## src/design/cfsa_pkg.sv

```systemverilog
// ----------------------------------------------------------------------------
// Circular free-slot allocator package
// Field widths, codes and the command and status bundles shared by the
// controller and the datapath.
// ----------------------------------------------------------------------------
package cfsa_pkg;

   localparam int SLOT_W     = 8;
   localparam int RING_W     = 9;
   localparam int WORD_BITS  = 32;
   localparam int WORD_W     = 5;
   localparam int SLOT_LIMIT = 256;

   localparam logic KIND_ENTER = 1'b0;
   localparam logic KIND_LEAVE = 1'b1;

   localparam logic STATUS_GRANTED = 1'b0;
   localparam logic STATUS_FULL    = 1'b1;

   typedef struct packed {
      logic load_enter;
      logic clear_slot;
      logic div_step;
      logic scan_init;
      logic scan_next;
      logic commit;
   } cmd_type;

   typedef struct packed {
      logic slot_in_ring;
      logic found;
      logic exhausted;
      logic out_free;
   } status_type;

endpackage

```

## src/design/cfsa_req_if.sv

```systemverilog
// ----------------------------------------------------------------------------
// Request channel
// Valid/ready channel that carries one enter or leave request per beat.
// ----------------------------------------------------------------------------
interface cfsa_req_if;
   logic                        valid;
   logic                        ready;
   logic                        kind;
   logic [cfsa_pkg::SLOT_W-1:0] slot;

   modport source (output valid, kind, slot, input ready);
   modport sink   (input valid, kind, slot, output ready);
endinterface

```

## src/design/cfsa_rsp_if.sv

```systemverilog
// ----------------------------------------------------------------------------
// Response channel
// Valid/ready channel that carries one grant result per beat.
// ----------------------------------------------------------------------------
interface cfsa_rsp_if;
   logic                        valid;
   logic                        ready;
   logic [cfsa_pkg::SLOT_W-1:0] granted_slot;
   logic                        status;

   modport source (output valid, granted_slot, status, input ready);
   modport sink   (input valid, granted_slot, status, output ready);
endinterface

```

## src/design/cfsa_datapath.sv

```systemverilog
// ----------------------------------------------------------------------------
// Allocator datapath
// Occupancy bitmap, ring size register, bit-serial remainder unit, word
// scanner with wrap and the response register.
// ----------------------------------------------------------------------------
module cfsa_datapath #(
   parameter int MAX_SLOTS = 256
) (
   input  logic                          clock,
   input  logic                          reset,
   input  logic                          csr_wr_en,
   input  logic [cfsa_pkg::RING_W-1:0]   csr_wr_data,
   input  logic [cfsa_pkg::SLOT_W-1:0]   req_slot,
   input  logic                          rsp_ready,
   input  cfsa_pkg::cmd_type             cmd,
   output cfsa_pkg::status_type          sts,
   output logic                          rsp_valid,
   output logic [cfsa_pkg::SLOT_W-1:0]   rsp_granted_slot,
   output logic                          rsp_status
);
   import cfsa_pkg::*;

   localparam int DEPTH  = (MAX_SLOTS < SLOT_LIMIT) ? MAX_SLOTS : SLOT_LIMIT;
   localparam int NWORDS = (DEPTH + WORD_BITS - 1) / WORD_BITS;
   localparam int WIDX_W = (NWORDS > 1) ? $clog2(NWORDS) : 1;

   logic [RING_W-1:0]    ring_cfg_ff;
   logic [WORD_BITS-1:0] occ_ff [NWORDS];
   logic [SLOT_W-1:0]    pos_ff;
   logic [SLOT_W-1:0]    div_ff;
   logic [WIDX_W-1:0]    widx_ff;
   logic                 pass_ff;
   logic                 rsp_valid_ff;
   logic [SLOT_W-1:0]    rsp_slot_ff;
   logic                 rsp_status_ff;

   logic [RING_W-1:0]    ring_size;
   logic [RING_W-1:0]    ring_last;
   logic [WIDX_W-1:0]    last_widx;
   logic [WIDX_W-1:0]    first_widx;
   logic                 last_word;
   logic [WORD_BITS-1:0] free_bits;
   logic [WORD_W-1:0]    sel;
   logic                 found;
   logic [SLOT_W-1:0]    grant_slot;
   logic [RING_W-1:0]    rem_shift;
   logic [SLOT_W-1:0]    rem_in;

   always_comb begin
      if (ring_cfg_ff == '0) begin
         ring_size = RING_W'(1);
      end else if (ring_cfg_ff > RING_W'(DEPTH)) begin
         ring_size = RING_W'(DEPTH);
      end else begin
         ring_size = ring_cfg_ff;
      end
   end

   assign ring_last  = ring_size - RING_W'(1);
   assign last_widx  = ring_last[WORD_W +: WIDX_W];
   assign first_widx = pos_ff[WORD_W +: WIDX_W];
   assign last_word  = pass_ff ? (widx_ff == first_widx) : (widx_ff == last_widx);

   always_comb begin
      logic [RING_W-1:0] g;
      for (int b = 0; b < WORD_BITS; b++) begin
         g = RING_W'({widx_ff, WORD_W'(b)});
         free_bits[b] = !occ_ff[widx_ff][b] && (g < ring_size) &&
                        (pass_ff || (g >= {1'b0, pos_ff}));
      end
   end

   always_comb begin
      sel   = '0;
      found = 1'b0;
      for (int b = WORD_BITS - 1; b >= 0; b--) begin
         if (free_bits[b]) begin
            sel   = WORD_W'(b);
            found = 1'b1;
         end
      end
   end

   assign grant_slot = SLOT_W'({widx_ff, sel});

   assign rem_shift = {pos_ff, div_ff[SLOT_W-1]};
   assign rem_in    = (rem_shift >= ring_size) ? SLOT_W'(rem_shift - ring_size)
                                               : SLOT_W'(rem_shift);

   assign sts.slot_in_ring = ({1'b0, req_slot} < ring_size);
   assign sts.found        = found;
   assign sts.exhausted    = !found && last_word && pass_ff;
   assign sts.out_free     = !rsp_valid_ff || rsp_ready;

   always_ff @(posedge clock) begin
      if (reset) begin
         ring_cfg_ff <= RING_W'(SLOT_LIMIT);
         for (int w = 0; w < NWORDS; w++) begin
            occ_ff[w] <= '0;
         end
         rsp_valid_ff <= 1'b0;
      end else begin
         if (csr_wr_en) begin
            ring_cfg_ff <= csr_wr_data;
         end
         if (cmd.clear_slot) begin
            occ_ff[req_slot[WORD_W +: WIDX_W]][req_slot[WORD_W-1:0]] <= 1'b0;
         end
         if (cmd.commit && found) begin
            occ_ff[widx_ff][sel] <= 1'b1;
         end
         if (cmd.commit) begin
            rsp_valid_ff <= 1'b1;
         end else if (rsp_ready) begin
            rsp_valid_ff <= 1'b0;
         end
      end
   end

   always_ff @(posedge clock) begin
      if (cmd.load_enter) begin
         pos_ff <= sts.slot_in_ring ? req_slot : '0;
         div_ff <= req_slot;
      end else if (cmd.div_step) begin
         pos_ff <= rem_in;
         div_ff <= {div_ff[SLOT_W-2:0], 1'b0};
      end
      if (cmd.scan_init) begin
         widx_ff <= first_widx;
         pass_ff <= 1'b0;
      end else if (cmd.scan_next) begin
         if (last_word) begin
            widx_ff <= '0;
            pass_ff <= 1'b1;
         end else begin
            widx_ff <= widx_ff + WIDX_W'(1);
         end
      end
      if (cmd.commit) begin
         rsp_slot_ff   <= found ? grant_slot : '0;
         rsp_status_ff <= found ? STATUS_GRANTED : STATUS_FULL;
      end
   end

   assign rsp_valid        = rsp_valid_ff;
   assign rsp_granted_slot = rsp_slot_ff;
   assign rsp_status       = rsp_status_ff;

endmodule

```

## src/design/cfsa_controller.sv

```systemverilog
// ----------------------------------------------------------------------------
// Allocator controller
// Sequences request intake, remainder steps, word scan and commit.
// ----------------------------------------------------------------------------
module cfsa_controller (
   input  logic                 clock,
   input  logic                 reset,
   input  logic                 req_valid,
   input  logic                 req_kind,
   output logic                 req_ready,
   input  cfsa_pkg::status_type sts,
   output cfsa_pkg::cmd_type    cmd
);
   import cfsa_pkg::*;

   localparam int CNT_W = $clog2(SLOT_W);

   typedef enum logic [1:0] {
      ST_IDLE,
      ST_DIV,
      ST_START,
      ST_SCAN
   } state_type;

   state_type        state_ff;
   state_type        state_in;
   logic [CNT_W-1:0] cnt_ff;
   logic [CNT_W-1:0] cnt_in;
   logic             accept;

   assign req_ready = (state_ff == ST_IDLE);
   assign accept    = req_valid && req_ready;

   always_comb begin
      cmd      = '0;
      state_in = state_ff;
      cnt_in   = cnt_ff;
      case (state_ff)
         ST_IDLE: begin
            cnt_in = '0;
            if (accept && req_kind == KIND_LEAVE) begin
               cmd.clear_slot = sts.slot_in_ring;
            end else if (accept) begin
               cmd.load_enter = 1'b1;
               state_in       = sts.slot_in_ring ? ST_START : ST_DIV;
            end
         end
         ST_DIV: begin
            cmd.div_step = 1'b1;
            cnt_in       = cnt_ff + CNT_W'(1);
            if (cnt_ff == CNT_W'(SLOT_W - 1)) begin
               state_in = ST_START;
            end
         end
         ST_START: begin
            cmd.scan_init = 1'b1;
            state_in      = ST_SCAN;
         end
         ST_SCAN: begin
            if (sts.found || sts.exhausted) begin
               if (sts.out_free) begin
                  cmd.commit = 1'b1;
                  state_in   = ST_IDLE;
               end
            end else begin
               cmd.scan_next = 1'b1;
            end
         end
         default: begin
            state_in = ST_IDLE;
         end
      endcase
   end

   always_ff @(posedge clock) begin
      if (reset) begin
         state_ff <= ST_IDLE;
         cnt_ff   <= '0;
      end else begin
         state_ff <= state_in;
         cnt_ff   <= cnt_in;
      end
   end

endmodule

```

## src/design/circular_free_slot_allocator_top.sv

```systemverilog
// ----------------------------------------------------------------------------
// Circular free-slot allocator
// Grants the first free slot at or after a preferred slot around a ring of
// configurable size; frees slots on leave requests.
// ----------------------------------------------------------------------------
// Leave: taken with no response; next request accepted the cycle after.
// Enter: 8 remainder steps when the preferred slot lies beyond the ring, then
//   scan start, a scan of S words (1 to W+1, W = ring size / 32 rounded up),
//   then commit to the response beat. The word scanner reads one 32-bit word a cycle.
// One request in flight; a finished response waits in its output register.
// Reset: synchronous, clears the whole occupancy bitmap at once, ring size 256 (clamped to MAX_SLOTS).
module circular_free_slot_allocator_top #(
   parameter int MAX_SLOTS = 256
) (
   input  logic                        clock,
   input  logic                        reset,
   input  logic                        csr_wr_en,
   input  logic [cfsa_pkg::RING_W-1:0] csr_wr_data,
   cfsa_req_if.sink                    req_ch,
   cfsa_rsp_if.source                  rsp_ch
);
   import cfsa_pkg::*;

   cmd_type    cmd;
   status_type sts;

   cfsa_controller u_ctrl (
      .clock     (clock),
      .reset     (reset),
      .req_valid (req_ch.valid),
      .req_kind  (req_ch.kind),
      .req_ready (req_ch.ready),
      .sts       (sts),
      .cmd       (cmd)
   );

   cfsa_datapath #(
      .MAX_SLOTS (MAX_SLOTS)
   ) u_dp (
      .clock            (clock),
      .reset            (reset),
      .csr_wr_en        (csr_wr_en),
      .csr_wr_data      (csr_wr_data),
      .req_slot         (req_ch.slot),
      .rsp_ready        (rsp_ch.ready),
      .cmd              (cmd),
      .sts              (sts),
      .rsp_valid        (rsp_ch.valid),
      .rsp_granted_slot (rsp_ch.granted_slot),
      .rsp_status       (rsp_ch.status)
   );

   a_full_zero: assert property (@(posedge clock) disable iff (reset)
      rsp_ch.valid && rsp_ch.status == STATUS_FULL |-> rsp_ch.granted_slot == '0)
      else $error("full response carries nonzero slot");

   a_commit_room: assert property (@(posedge clock) disable iff (reset)
      cmd.commit |-> sts.out_free)
      else $error("commit while response register occupied");

   a_commit_beat: assert property (@(posedge clock) disable iff (reset)
      cmd.commit |=> rsp_ch.valid)
      else $error("commit did not raise response valid");

   a_no_overlap: assert property (@(posedge clock) disable iff (reset)
      req_ch.ready |-> !cmd.scan_next && !cmd.commit && !cmd.div_step)
      else $error("request accepted while an enter is in progress");

endmodule
```

## src/flat_wrapper.sv

```systemverilog
// flat-port wrapper written by rule: the top's interface ports become plain ports
module circular_free_slot_allocator_top_flat import cfsa_pkg::*;
#(
   parameter int MAX_SLOTS = 256
)
  (clock, reset, csr_wr_en, csr_wr_data, req_ch_valid, req_ch_kind, req_ch_slot, req_ch_ready, rsp_ch_valid, rsp_ch_granted_slot, rsp_ch_status, rsp_ch_ready);
  cfsa_req_if req_ch_i ();
  cfsa_rsp_if rsp_ch_i ();
  input  logic clock;
  input  logic reset;
  input  logic csr_wr_en;
  input  logic [cfsa_pkg::RING_W-1:0] csr_wr_data;
  input wire logic [$bits(req_ch_i.valid)-1:0] req_ch_valid;
  input wire logic [$bits(req_ch_i.kind)-1:0] req_ch_kind;
  input wire logic [$bits(req_ch_i.slot)-1:0] req_ch_slot;
  output wire logic [$bits(req_ch_i.ready)-1:0] req_ch_ready;
  output wire logic [$bits(rsp_ch_i.valid)-1:0] rsp_ch_valid;
  output wire logic [$bits(rsp_ch_i.granted_slot)-1:0] rsp_ch_granted_slot;
  output wire logic [$bits(rsp_ch_i.status)-1:0] rsp_ch_status;
  input wire logic [$bits(rsp_ch_i.ready)-1:0] rsp_ch_ready;
  assign req_ch_i.valid = req_ch_valid;
  assign req_ch_i.kind = req_ch_kind;
  assign req_ch_i.slot = req_ch_slot;
  assign req_ch_ready = req_ch_i.ready;
  assign rsp_ch_valid = rsp_ch_i.valid;
  assign rsp_ch_granted_slot = rsp_ch_i.granted_slot;
  assign rsp_ch_status = rsp_ch_i.status;
  assign rsp_ch_i.ready = rsp_ch_ready;
  circular_free_slot_allocator_top #(.MAX_SLOTS(MAX_SLOTS)) u_core (.clock(clock), .reset(reset), .csr_wr_en(csr_wr_en), .csr_wr_data(csr_wr_data), .req_ch(req_ch_i), .rsp_ch(rsp_ch_i));
endmodule
```

## config.mk

```make
export PLATFORM = sky130hd
export DESIGN_NAME = circular_free_slot_allocator_top_flat
export DESIGN_NICKNAME = d
export VERILOG_FILES = /design/src/design/cfsa_pkg.sv /design/src/design/cfsa_req_if.sv /design/src/design/cfsa_rsp_if.sv /design/src/design/cfsa_datapath.sv /design/src/design/cfsa_controller.sv /design/src/design/circular_free_slot_allocator_top.sv /design/src/flat_wrapper.sv
export SDC_FILE = /design/constraint.sdc
export NUM_CORES = 1
export LEC_CHECK = 0
export ABC_AREA = 1
export BUFFER_PORTS_ARGS = -buffer_cell sky130_fd_sc_hd__clkbuf_2
export CAP_MARGIN = 10
export CORE_UTILIZATION = 40
export CTS_BUF_LIST = sky130_fd_sc_hd__clkbuf_16
export DETAILED_ROUTE_END_ITERATION = 8
export SETUP_SLACK_MARGIN = 0.4
export SYNTH_ARGS = -nofsm -noshare
export SYNTH_HDL_FRONTEND = slang
export SYNTH_SLANG_ARGS = --single-unit
```

## constraint.sdc

```tcl
create_clock -name clock -period 9.16 [get_ports clock]
set_input_delay 0.916 -clock clock [delete_from_list [all_inputs] [get_ports clock]]
set_output_delay 0.916 -clock clock [all_outputs]
set_load 0.005 [all_outputs]
```

* Word-level counts from Yosys, hierarchy flattened *
Memories as Yosys holds them, arrays and structs flattened. A register that Yosys moved wholly into a read port is not among the register bits.
Cells that the tools add are included.

storage, ports and cells
  register bits after elaboration = 44
  bits in writable memories = 256
  bits of input ports = 23
  output and inout bits = 11
  word-level logic and storage cells = 362
  memories kept = 1

cells by class
  add/sub/neg operators = 4
  magnitude comparators = 71
  eq/ne operators = 11
  multiplexer cells = 116
  reduce and logical (&&, ||, !) cells = 149

memory list
  memory              words  bits a word  rd ports  clocked after memory_dff  wr ports  RTL line             RTL
  u_core.u_dp.occ_ff  8      32           1         1                         8         cfsa_datapath.sv:28  logic [WORD_BITS-1:0] occ_ff [NWORDS];

operators by type and width
  operator                                                                              number
  8-bit by 9-bit < comparator with 1-bit output                                         33
  8-bit greater-or-equal comparator                                                     32
  32-bit 2-to-1 mux                                                                     6
  5-bit 2-to-1 mux                                                                      32
  1-bit logical AND                                                                     71
  32-bit OR reduction                                                                   2
  1-bit 2-to-1 mux                                                                      52
  8-bit 2-to-1 mux                                                                      6
  1-bit logical NOT                                                                     34
  1-bit logical OR                                                                      34
  3-bit 2-to-1 mux                                                                      6
  9-bit 2-to-1 mux                                                                      2
  2-bit 2-to-1 mux                                                                      8
  5-bit by 6-bit < comparator with 1-bit output (second input constant)                 2
  1-bit demux with 5-bit select                                                         2
  5-bit by 1-bit greater-or-equal comparator with 1-bit output (second input constant)  2
  9-bit greater-or-equal comparator                                                     1
  9-bit greater-than comparator (second input constant)                                 1
  9-bit logical NOT                                                                     1
  2-bit one-hot mux with 4 select lines                                                 1
  2-bit nonzero test                                                                    4
  8-bit by 1-bit subtractor with 8-bit output (second input constant)                   1
  8-bit subtractor                                                                      1
  3-bit by 1-bit adder with 3-bit output (second input constant)                        2
  10 further kinds                                                                      15

* Depth between registers and ports, before layout *
Gate-level depths: netlist of the first run.

  depth in word-level cells = 50
  gate-level depth with buffers = 48
  depth with buffers taken out = 48

* Hierarchy *
Synthesis of the first run repeated with hierarchy kept, for this count alone.

second synthesis, totals
  cell total of the unflattened synthesis = 2220
  area total of the unflattened synthesis = 16651.0 um^2

modules (own cells, without submodules)
  module           instances  cells an instance  area each (um^2)  sequential area each (um^2)
  cfsa_datapath    1          2158               16260.6           6246.0
  cfsa_controller  1          62                 390.4             100.1

* Worst setup path before layout of the first run *
OpenSTA, ideal clock, no wires.

  kind = register to register
  start = register u_core.u_dp.ring_cfg_ff[4]
  end = memory u_core.u_dp.occ_ff[7][9] (enable)
  setup time = 0.293 ns
  data arrival time = 4.342 ns
  data required time = 8.867 ns
  path slack = 4.525 ns
  cell stages (with the launch flop) = 30
  buffers on the path = 3
  period minus slack after synthesis = 4.635 ns
  cell sequence = dfxtp_1 nor2_1 nand2_2 o21ai_4 nand2_1 ha_1 nand2_1 inv_2 a21oi_2 inv_1 a2111oi_0 o21ai_0 buf_2 nand2_1 nor2_1 nand4_2 nor3_4 o21ai_1 inv_1 nor2_2 inv_2 nor4_4 inv_2 buf_6 nor2_8 buf_8 nand4_4 nand2_4 nand2_1 nand2_1

RTL lines
  item                    RTL line              RTL
  start, declared         cfsa_datapath.sv:27   logic [RING_W-1:0] ring_cfg_ff;
  start signal, assigned  cfsa_datapath.sv:97   ring_cfg_ff <= RING_W'(SLOT_LIMIT);
  start signal, assigned  cfsa_datapath.sv:104  ring_cfg_ff <= csr_wr_data;
  end, declared           cfsa_datapath.sv:28

==> impl_results.md, run 1 <==
- CTS HTree Levels: 2
- Final GP Congestion: 0.970
- Post-detail-place hpwl: 40400 um
- Drt wl/cell: 21.5 um
- Hold Buf Count CTS: 0
- # IOs: 34
- Crit path max-delay family: buffers and inverters
- Number of global-route vias before repair: 15700
- Slowest-stage cell, CP: dfxtp_4
- Library cells used by synthesis: 64
- Sequential element share of the synthesized area: 48.2%
- Max FO, Critical Path: 87
- Top cell type's share of synthesized area: 46.1%
- Share of post-route cells with drive strength above 1: 9.84%
- Gr usage total: 26.4%
- YS warnings: 0
- CTS tree: built
- Hold Path Class: flip-flop to flip-flop
- NumNets Final: approximately 2300
- Leakage Power: 0.00795 uW
- TritonCTS Sinks: 303
- Worst Path Arrival: 7.21 ns
- # DRC: 0
- Area of the core: 0.0455 sq mm
- Setup bufs post-CTS: 0
- Hold_ws: between 0.4 and 0.5 ns
- Netlist Area Pre-Place: 0.0185 sq mm
- Die ar.: 0.0471 sq mm
- Die width: 217 um
- Clock transition at path regs: 0.06 ns
- Multi-input gate area: 0.00843 sq mm
- DRT Wirelength: 62200 um
- Count leader, synth: nand2_1
- Area growth, synth to finish: 8.08%
- # rows: 78
- Avg Cell Area, Syn: 7.96 sq um
- Peak supply drop: approximately 0.21 mV
- CP endpoint kind: flip-flop
- Clock Skew: ~0.016 ns
- TritonCTS Buffers: 36
- Top post-synthesis cells by count: nand2_1, nor2_1, edfxtp_1, o21ai_0, inv_1
- Initial drt markers: ~1700
- Grt ovf: 0
- WS Path Type: flip-flop to flip-flop
- Initial antenna violation count: 2
- # diodes: 0
- RSZ-0062 raised after global routing: no
- CP peak stage delay: 0.86 ns
- Synthesized flop and latch total: slightly above 300
- Largest net degree at the start of global routing: about 110
- CP dominant cell by count: inv_2
- Final hold violation count: 0
- ANT nets after route: 0
- Status: complete, no violations
- Die height: 217 um
- Synth area leaders: edfxtp_1, nand2_1, nor2_1
- Most used DFF post-synth: edfxtp_1
- Port Buffer Count: 33
- Worst path bufs/invs: 7
- Max Cap Violations: 0
- Worst setup SP type: flip-flop
- Pre-antenna DRT Iters: 8
- Final period util: 76.0%
- Critical Path RT: 9.41 ns
- Fmax: 0.144 GHz
- Initial Util: 40.7%
- Period minus WS final: 6.96 ns
- Least-Margin Pin Slew: 1.29 ns
- Gate Count Post-Synth: 2322
- First-pass GRT wire length: 94900 um
- PostCTS Resize Cnt: 0
- Post-synth ARST share: 0%
- Via Count: roughly 17000
- PD cells: 298 mW/mm^2
- Register area: 0.00891 sq mm
- Root Driver: clkbuf_16
- Crit path cell chain: inv_4 -> buf_4 -> nor2_1 -> o22ai_1 -> a2111oi_0 -> o21ai_2 -> nand2_1 -> nor2_1 -> nand4_2 -> nor3_4 -> o21ai_1 -> inv_1 -> nor2_2 -> inv_2 -> nor4_4 -> inv_2 -> o21ai_4 -> inv_4 -> nor2_4 -> inv_2 -> o21ai_1
- Clock tree buffer depth: 3
- Routed vias/inst: 5.72
- Reg2reg setup slack: roughly 2.2 ns
- # fillers: 4590
- EDFF count, synth: about 280
- Max Slew Vio Count: 0
- Setup TNS: 0 ns
- Final setup vio count: 0
- Clk_lat worst skew: 0.56 ns
- Net Count, Synth: 2377
- Fin util: a little over two fifths
- Synth area leader: edfxtp_1
- Relative slew slack: 13.7%
[worst reg2reg max path, cell delays in order, from the launching register on]
cell,delay [ns]
dfxtp_4,0.86
inv_4,0.58
buf_4,0.53
nor2_1,0.15
o22ai_1,0.10
a2111oi_0,0.51
o21ai_2,0.40
nand2_1,0.22
nor2_1,0.08
nand4_2,0.13
nor3_4,0.08
o21ai_1,0.13
inv_1,0.08
nor2_2,0.12
inv_2,0.06
nor4_4,0.57
inv_2,0.21
o21ai_4,0.39
inv_4,0.13
nor2_4,0.48
inv_2,0.55
o21ai_1,0.33
[per-layer routing]
layer / part of all wire [%] / track usage (%) / up-vias
li1: - / - / 7632
met1: 41 / 35.8 / 8033
met2: 47 / 42.5 / 790
met3: 8.8 / 4.43 / 119
met4: 3.1 / 9.44 / 4
met5: 0.043 / 0 / -
[power breakdown]
| part | total, uW | internal, uW | switching (uW) |
|---|---|---|---|
| logic | 2830 | 721 | 2110 |
| registers | 1790 | 1650 | 142 |
| clock network | 1340 | 746 | 590 |
| total | 5970 | 3120 | 2850 |
[registers in the layout (all words and copies together), names as in the netlist, named ones only]
name	cells
u_core.u_dp.occ_ff	256
u_core.u_dp.ring_cfg_ff	9
u_core.u_dp.div_ff	8
u_core.u_dp.pos_ff	8
u_core.u_dp.rsp_granted_slot	8
u_core.u_ctrl.cnt_ff	3
u_core.u_dp.widx_ff	3
u_core.u_ctrl.state_ff	2
u_core.u_dp.pass_ff	1
u_core.u_dp.rsp_status	1
u_core.u_dp.rsp_valid	1
[final timing paths]
kind,cells after the start,end,startpoint
max reg2reg,21,u_core.u_dp.occ_ff[2][26],flip-flop
min,2,u_core.u_ctrl.cnt_ff[1],u_core.u_ctrl.cnt_ff[1]
min reg2reg,2,u_core.u_ctrl.cnt_ff[1],u_core.u_ctrl.cnt_ff[1]
max,21,u_core.u_dp.occ_ff[2][26],flip-flop
[final cells by class]
class | instances | share of cell area (%)
clock buffers | 38 | 4.76
clock inverters | 27 | 0.601
inverters | 132 | 2.53
multi-input cells | 1743 | 42.2
flip-flops and latches | 303 | 44.6
well taps | 600 | 3.76
repair buffers | 53 | 1.58
[kinds of logic (layout without fill, tap and decap cells)]
group                    Yosys count  after routing  share of synthesized area [%]
buffers and inverters            276            250                           6.26
adder cells (fa/ha/maj)           32             32                           2.21
XOR/XNOR                           8              8                          0.379
flip-flops                       303            303                           48.2
AND/OR/NAND/NOR                 1364           1364                           32.1
AO/OA/AOI/OAI                    339            339                           10.9
[stage by stage]
stage / power (uW) / cells / cell area (sq um) / setup WS [ns]
CTS: 5920 / 2896 / 20000 / 2.25
global placement: 4580 / 2831 / 18900 / 2.34
detailed placement: 4590 / 2831 / 18900 / 2.26
global route: 6270 / 2896 / 20000 / 1.68
floorplan: 3680 / 2322 / 18500 / 4.52
finish: 5970 / 2896 / 20000 / 2.20
[cell usage in the layout, fill, tap and decap left out, types with 6 or more instances in the layout]
| cell type | count |
|---|---|
| nor2_2 | 9 |
| nand4_4 | 6 |
| nor2_4 | 10 |
| o211ai_1 | 6 |
| nand4_1 | 21 |
| o31ai_1 | 9 |
| o21ai_0 | 115 |
| ha_1 | 31 |
| clkbuf_16 | 38 |
| buf_4 | 20 |
| a221oi_1 | 16 |
| nand2_4 | 9 |
| nand2_1 | 728 |
| nor2_1 | 418 |
| inv_2 | 24 |
| a21oi_1 | 95 |
| clkinv_1 | 8 |
| nand3_1 | 80 |
| clkbuf_2 | 33 |
| nor3_1 | 17 |
| xor2_1 | 7 |
| inv_1 | 118 |
| o21ai_1 | 24 |
| edfxtp_1 | 284 |
| nand3_4 | 7 |
| o22ai_1 | 26 |
| dfxtp_1 | 17 |
| nand2_2 | 37 |
(Power assumes the default switching activity.)
==> inputs of run 2 (changes only) <==
Clock period 9.16 ns to 6.5 ns, I/O delays scaled along.
==> run 2 against run 1 <==
  * Sequential power rose by 36%
  * First-iteration DRC count rose by 18%
  * Clock-buffer cell count did not move
  * Non-clock buffer count rose by 31
  * Largest cell class unchanged
==> impl_results.md, run 2 (synthesized netlist as in run 1, its figures left out) <==
- Most common cell after layout, fill and taps aside: nand2_1
- CTS tree: built
- Grt ovf: 0 (unchanged)
- M2 GR Usage: 42.3% (-0.17 points)
- Max FO, Critical Path: 31 (-64%)
- Worst setup SP type: flip-flop
- Status: complete, no violations
- Non-Filler Instances: 2928 (+1.1%)
- Critical path depth: 28 (+33%)
- Worst hold path depth: 3 (+1)
- # DRC: 0 (unchanged)
- Dpl cells: 2853 (+0.78%)
- Setup TNS: 0 ns (unchanged)
- TritonCTS Sinks: 303 (unchanged)
- Die width: 217 um (unchanged)
- Share of post-route cells with drive strength above 1: 11.3% (+1.5 points)
- Largest registers: u_core.u_dp.occ_ff: 256 flops, u_core.u_dp.ring_cfg_ff: 9 flops
- Final setup vio count: 0 (unchanged)
- Largest net degree at the start of global routing: 218 (+93%)
- Routed vias/inst: 5.75 (+0.51%)
- Port Buffer Count: 33 (unchanged)
- Area of the core: 0.0455 sq mm (unchanged)
- Setup ws final: 0.721 ns (-1.48 ns)
- TritonCTS Buffers: 37 (+2.8%)
- # IOs: 34 (unchanged)
- Setup crit end: u_core.u_dp.occ_ff[0][6]
- Drt wl/cell: 21.9 um (+1.7%)
- Initial drt markers: 2013 (+18%)
- Hold Path Class: input port to flip-flop
- CP peak stage delay: 0.39 ns (-0.47 ns)
- Least-Margin Pin Slew: 1.43 ns (+0.140 ns)
- Clk_lat worst skew: 0.55 ns (about the same)
- Leakage Power: 0.00814 uW (+2.4%)
- WS Path Type: flip-flop to flip-flop
- Number of global-route vias before repair: 16000 (+2.0%)
- Initial Util: 40.7% (unchanged)
- RSZ-0062 raised after global routing: yes
- Clock transition at path regs: 0.06 ns (about the same)
- Post-place setup slack: 0.310 ns (-1.95 ns)
- CP endpoint kind: flip-flop
- Slowest-stage cell, CP: o2111ai_1
- Die height: 217 um (unchanged)
- Pre-antenna DRT Iters: 6 (-2)
- Final hold violation count: 0 (unchanged)
- Worst path bufs/invs: 7 (unchanged)
- Post-detail-place hpwl: 40600 um (+0.68%)
- PD cells: 426 mW/mm^2 (+43%)
- CTS HTree Levels: 2 (unchanged)
- Relative slew slack: 4.99% (-8.7 points)
- First-pass GRT wire length: 96800 um (+2.0%)
- Grt met1 use: 36.8% (+0.95 points)
- CP startpoint: u_core.u_dp.ring_cfg_ff[4]
- Final GP Congestion: 0.997 (+2.8%)
- Reg2reg setup slack: 0.72 ns (-1.48 ns)
- M3 GR Usage: 5.20% (+0.77 points)
- CP dominant cell by count: nand2_1
- Worst R2R Path Depth: 28 (+33%)
- Crit path max-delay family: simple AND/OR/NAND/NOR gates
- Via Count: 16800 (+1.6%)
- Fmax: 0.173 GHz (+20%)
- Clock Skew: 0.0234 ns (+0.00730 ns)
- Worst flop-to-flop path startpoint: u_core.u_dp.ring_cfg_ff[4]
- Critical Path RT: 6.76 ns (-2.65 ns)
- Worst Path Arrival: 6.04 ns (-1.17 ns)
- # fillers: 4533 (-1.2%)
- Most frequent cells in the layout: nand2_1, nor2_1, edfxtp_1
- Gr usage total: 27.1% (+0.62 points)
- Largest Register: u_core.u_dp.occ_ff
- # diodes: 0 (unchanged)
- Peak supply drop: 0.320 mV (+50%)
- Most Crowded Layer GR: met2
- Root Driver: clkbuf_16
- Period minus WS final: 5.78 ns (-1.18 ns)
- Clock tree buffer depth: 3 (unchanged)
- Die ar.: 0.0471 sq mm (unchanged)
- DRT Wirelength: 64000 um (+2.8%)
- FF-to-FF End: u_core.u_dp.occ_ff[0][6]
- Max Cap Violations: 0 (unchanged)
- Hold path start: csr_wr_data[5]
- ANT nets after route: 0 (unchanged)
- NumNets Final: 2356 (+1.4%)
- Max Slew Vio Count: 0 (unchanged)
- Final period util: 88.9% (+13 points)
- # rows: 78 (unchanged)
- Number of flip-flops in the largest register: 256 (unchanged)
- Area growth, synth to finish: 10.5%
- Initial antenna violation count: 0 (-2)
-- run 2: metrics by stage --
step                power [uW]  hold WS, ns  util, %  instance area [sq um]
floorplan                 5190        0.443        -                  18500
global placement          6560        0.457     42.1                  19100
detailed placement        6540        0.470     42.1                  19100
CTS                       8570        0.327     44.7                  20300
global route              9160        0.339     44.9                  20400
finish                    8710        0.352     44.9                  20400
-- run 2: layout make-up --
cell class                 instances  area [sq um]  area share (%)
tap                              600           751            3.67
clock inverter                    28           209            1.02
sequential                       303          8910            43.6
multi-input combinational       1743          8450            41.3
timing repair buffer              84           648            3.17
clock buffer                      38           951            4.65
inverter                         132           520            2.55
-- run 2: worst min-delay path by stage --
stage / endpoint / slack (ns)
6_report: u_core.u_dp.ring_cfg_ff[5] / 0.35
5_1_grt: u_core.u_dp.ring_cfg_ff[5] / 0.34
4_1_cts: u_core.u_dp.ring_cfg_ff[8] / 0.33
3_5_place_dp: u_core.u_ctrl.cnt_ff[1] / 0.47
3_3_place_gp: u_core.u_ctrl.cnt_ff[2] / 0.46
2_1_floorplan: u_core.u_ctrl.cnt_ff[1] / 0.44
-- run 2: power by group --
group / leakage [uW] / internal [uW] / total [uW] / switching, uW
clock: 0.000584 / 1180 / 2020 / 847
combinational: 0.00449 / 1130 / 4250 / 3120
sequential: 0.00306 / 2330 / 2440 / 110
-- run 2: what timing repair did --
action / in CTS / in global routing
hold buffers: 0 / 0
pin swaps: 0 / 3
gates cloned: 0 / 0
resized for setup: 4 / 13
buffers inserted: 0 / 9
endpoints found under the setup margin: 62 / 419
-- run 2: routing by layer --
| layer | share of wire [%] | vias to the layer above |
|---|---|---|
| met1 | 41 | 8108 |
| met5 | 0 | - |
| li1 | - | 7695 |
| met2 | 45 | 878 |
| met3 | 9.7 | 166 |
| met4 | 4.0 | 0 |
-- run 2: worst reg2reg max path: cells and delay by family (launching register included) --
family	cells	cell delay [ns]
and+or+nand+nor	16	2.52
buffers and inverters	7	1.26
AOI/OAI and AO/OA	4	1.00
DFF	1	0.37
adders and majority gates	1	0.34
==> inputs of run 3 (changes only) <==
Settings changed: RECOVER_POWER from default to 50.
==> run 3 against run 2 <==
  * The run now ends with capacitance limit, slew limit left
  * Sequential cell count did not move
  * Via count hardly changed
  * Fmax fell by 2.0%
  * Highest routed layer unchanged
  * Clock skew decreased by 0.0014 ns
==> impl_results.md, run 3 (synthesized netlist as in run 1, its figures left out) <==
- PD cells: 426 mW/mm^2 (about the same)
- Clock tree buffer depth: 3 (unchanged)
- Clock Skew: 0.0221 ns (-0.00137 ns)
- Final GP Congestion: 0.997 (unchanged)
- Hold Path Class: input port to flip-flop
- Routed vias/inst: 5.75 (about the same)
- Peak supply drop: 0.311 mV (-3.0%)
- Pre-antenna DRT Iters: 6 (unchanged)
- Initial Util: 40.7% (unchanged)
- Initial drt markers: 2041 (+1.4%)
- CP endpoint kind: flip-flop
- Number of flip-flops in the largest register: 256 (unchanged)
- Period minus WS final: 5.89 ns (+0.115 ns)
- Critical Path RT: 6.72 ns (-0.04 ns)
- Power, Total: 8690 uW (-0.27%)
- # IOs: 34 (unchanged)
- Final period util: 90.7% (+1.8 points)
- Worst Path Arrival: 6.11 ns (+0.07 ns)
- WS Path Type: flip-flop to flip-flop
- Via Count: 16800 (-0.036%)
- Post-place setup slack: 0.310 ns (unchanged)
- TritonCTS Buffers: 37 (unchanged)
- Slowest-stage cell, CP: clkbuf_8
- # DRC: 0 (unchanged)
- CTS HTree Levels: 2 (unchanged)
- Initial antenna violation count: 0 (unchanged)
- Drt wl/cell: 21.9 um (about the same)
- Multi-input gate area: 0.00842 sq mm (-0.27%)
- Largest Register: u_core.u_dp.occ_ff
- TritonCTS Sinks: 303 (unchanged)
- DRT Wirelength: 64000 um (about the same)
- Clock transition at path regs: 0.06 ns (about the same)
- NumNets Final: 2356 (unchanged)
- Clk_lat worst skew: 0.56 ns (about the same)
- Port Buffer Count: 33 (unchanged)
- Final setup vio count: 0 (unchanged)
- Grt ovf: 0 (unchanged)
- Relative slew slack: -29.5% (-35 points)
- # rows: 78 (unchanged)
- Max Slew Vio Count: 49 (+49)
- CP peak stage delay: 0.38 ns (about the same)
- Final hold violation count: 0 (unchanged)
- Least-Margin Pin Slew: 1.93 ns (+0.507 ns)
- Area of the core: 0.0455 sq mm (unchanged)
- Area growth, synth to finish: 10.3%
- Setup TNS: 0 ns (unchanged)
- Die ar.: 0.0471 sq mm (unchanged)
- Most frequent cells in the layout: nand2_1, nor2_1, edfxtp_1
- Status: complete, but fails checks
- Worst setup SP type: flip-flop
- Worst R2R Path Depth: 30 (+7.1%)
- Root Driver: clkbuf_16
- Failing checks: capacitance limit, slew limit
- Share of post-route cells with drive strength above 1: 10.6% (-0.73 points)
- Fmax: 0.170 GHz (-2.0%)
- CTS tree: built
- Die width: 217 um (unchanged)
- Register area: 0.00891 sq mm (unchanged)
- Hold_ws: 0.345 ns (-0.00767 ns)
- Most common cell after layout, fill and taps aside: nand2_1
- Max FO, Critical Path: 31 (unchanged)
- CP dominant cell by count: nand2_1
- Setup ws final: 0.606 ns (-0.115 ns)
- Largest net degree at the start of global routing: 218 (unchanged)
- First-pass GRT wire length: 96800 um (unchanged)
- RSZ-0062 raised after global routing: yes
- Largest registers: u_core.u_dp.occ_ff: 256 flops, u_core.u_dp.ring_cfg_ff: 9 flops
- ANT nets after route: 0 (unchanged)
- Die height: 217 um (unchanged)
- Leakage Power: 0.00811 uW (-0.38%)
- Worst hold path depth: 3 (unchanged)
- Max Cap Violations: 1 (+1)
- Post-detail-place hpwl: 40600 um (unchanged)
- Number of global-route vias before repair: 16000 (unchanged)
- # fillers: 4544 (+0.24%)
- # diodes: 0 (unchanged)
- Gr usage total: 27.1% (unchanged)
[run 3: power breakdown]
group | internal (uW) | total [uW] | leakage, uW | switching (uW)
Combinational | 1130 | 4230 | 0.00446 | 3100
Sequential | 2330 | 2440 | 0.00306 | 110
Clock | 1180 | 2020 | 0.000584 | 848
[run 3: worst max-delay path: cells and delay by family, from the launching register on]
family | cells | cell delay [ns]
DFF | 1 | 0.36
buffers and inverters | 7 | 1.29
adders and majority gates | 1 | 0.33
AOI/OAI and AO/OA | 3 | 0.63
and+or+nand+nor | 19 | 2.93
[run 3: worst paths after layout]
path                                endpoint                       start  slack (ns)
hold reg to reg      u_core.u_ctrl.cnt_ff[1]     u_core.u_ctrl.cnt_ff[1]        0.47
setup reg to reg    u_core.u_dp.occ_ff[0][6]  u_core.u_dp.ring_cfg_ff[4]        0.61
hold / removal    u_core.u_dp.ring_cfg_ff[5]              csr_wr_data[5]        0.34
setup / recovery    u_core.u_dp.occ_ff[0][6]  u_core.u_dp.ring_cfg_ff[4]        0.61
[run 3: repair_timing]
action	CTS	global route
hold buffers	0	0
pin swaps	0	3
endpoints found under the setup margin	62	419
buffers inserted	0	9
resized for setup	4	13
[run 3: per-stage QoR]
step	utilization (%)	cell area [sq um]	std cells
floorplan	-	18500	2322
global placement	42.1	19100	2853
detailed placement	42.1	19100	2853
CTS	44.7	20300	2919
global route	44.9	20400	2928
finish	44.9	20400	2928
[run 3: routing by layer]
| layer | wire length (um) | part of all wire (%) | vias to the layer above | track usage, % |
|---|---|---|---|---|
| li1 | - | - | 7689 | - |
| met1 | 26300 | 41 | 8133 | 36.8 |
| met2 | 29000 | 45 | 851 | 42.3 |
| met3 | 6290 | 9.8 | 168 | 5.20 |
| met4 | 2470 | 3.9 | 0 | 10.8 |
| met5 | 0 | 0 | - | 0 |
[run 3: cell type report]
class / count / share of cell area (%)
clock buffer: 38 / 4.66
clock inverter: 28 / 1.02
timing repair buffer: 84 / 3.12
multi-input combinational: 1743 / 41.3
inverter: 132 / 2.52
tap: 600 / 3.68
sequential: 303 / 43.7
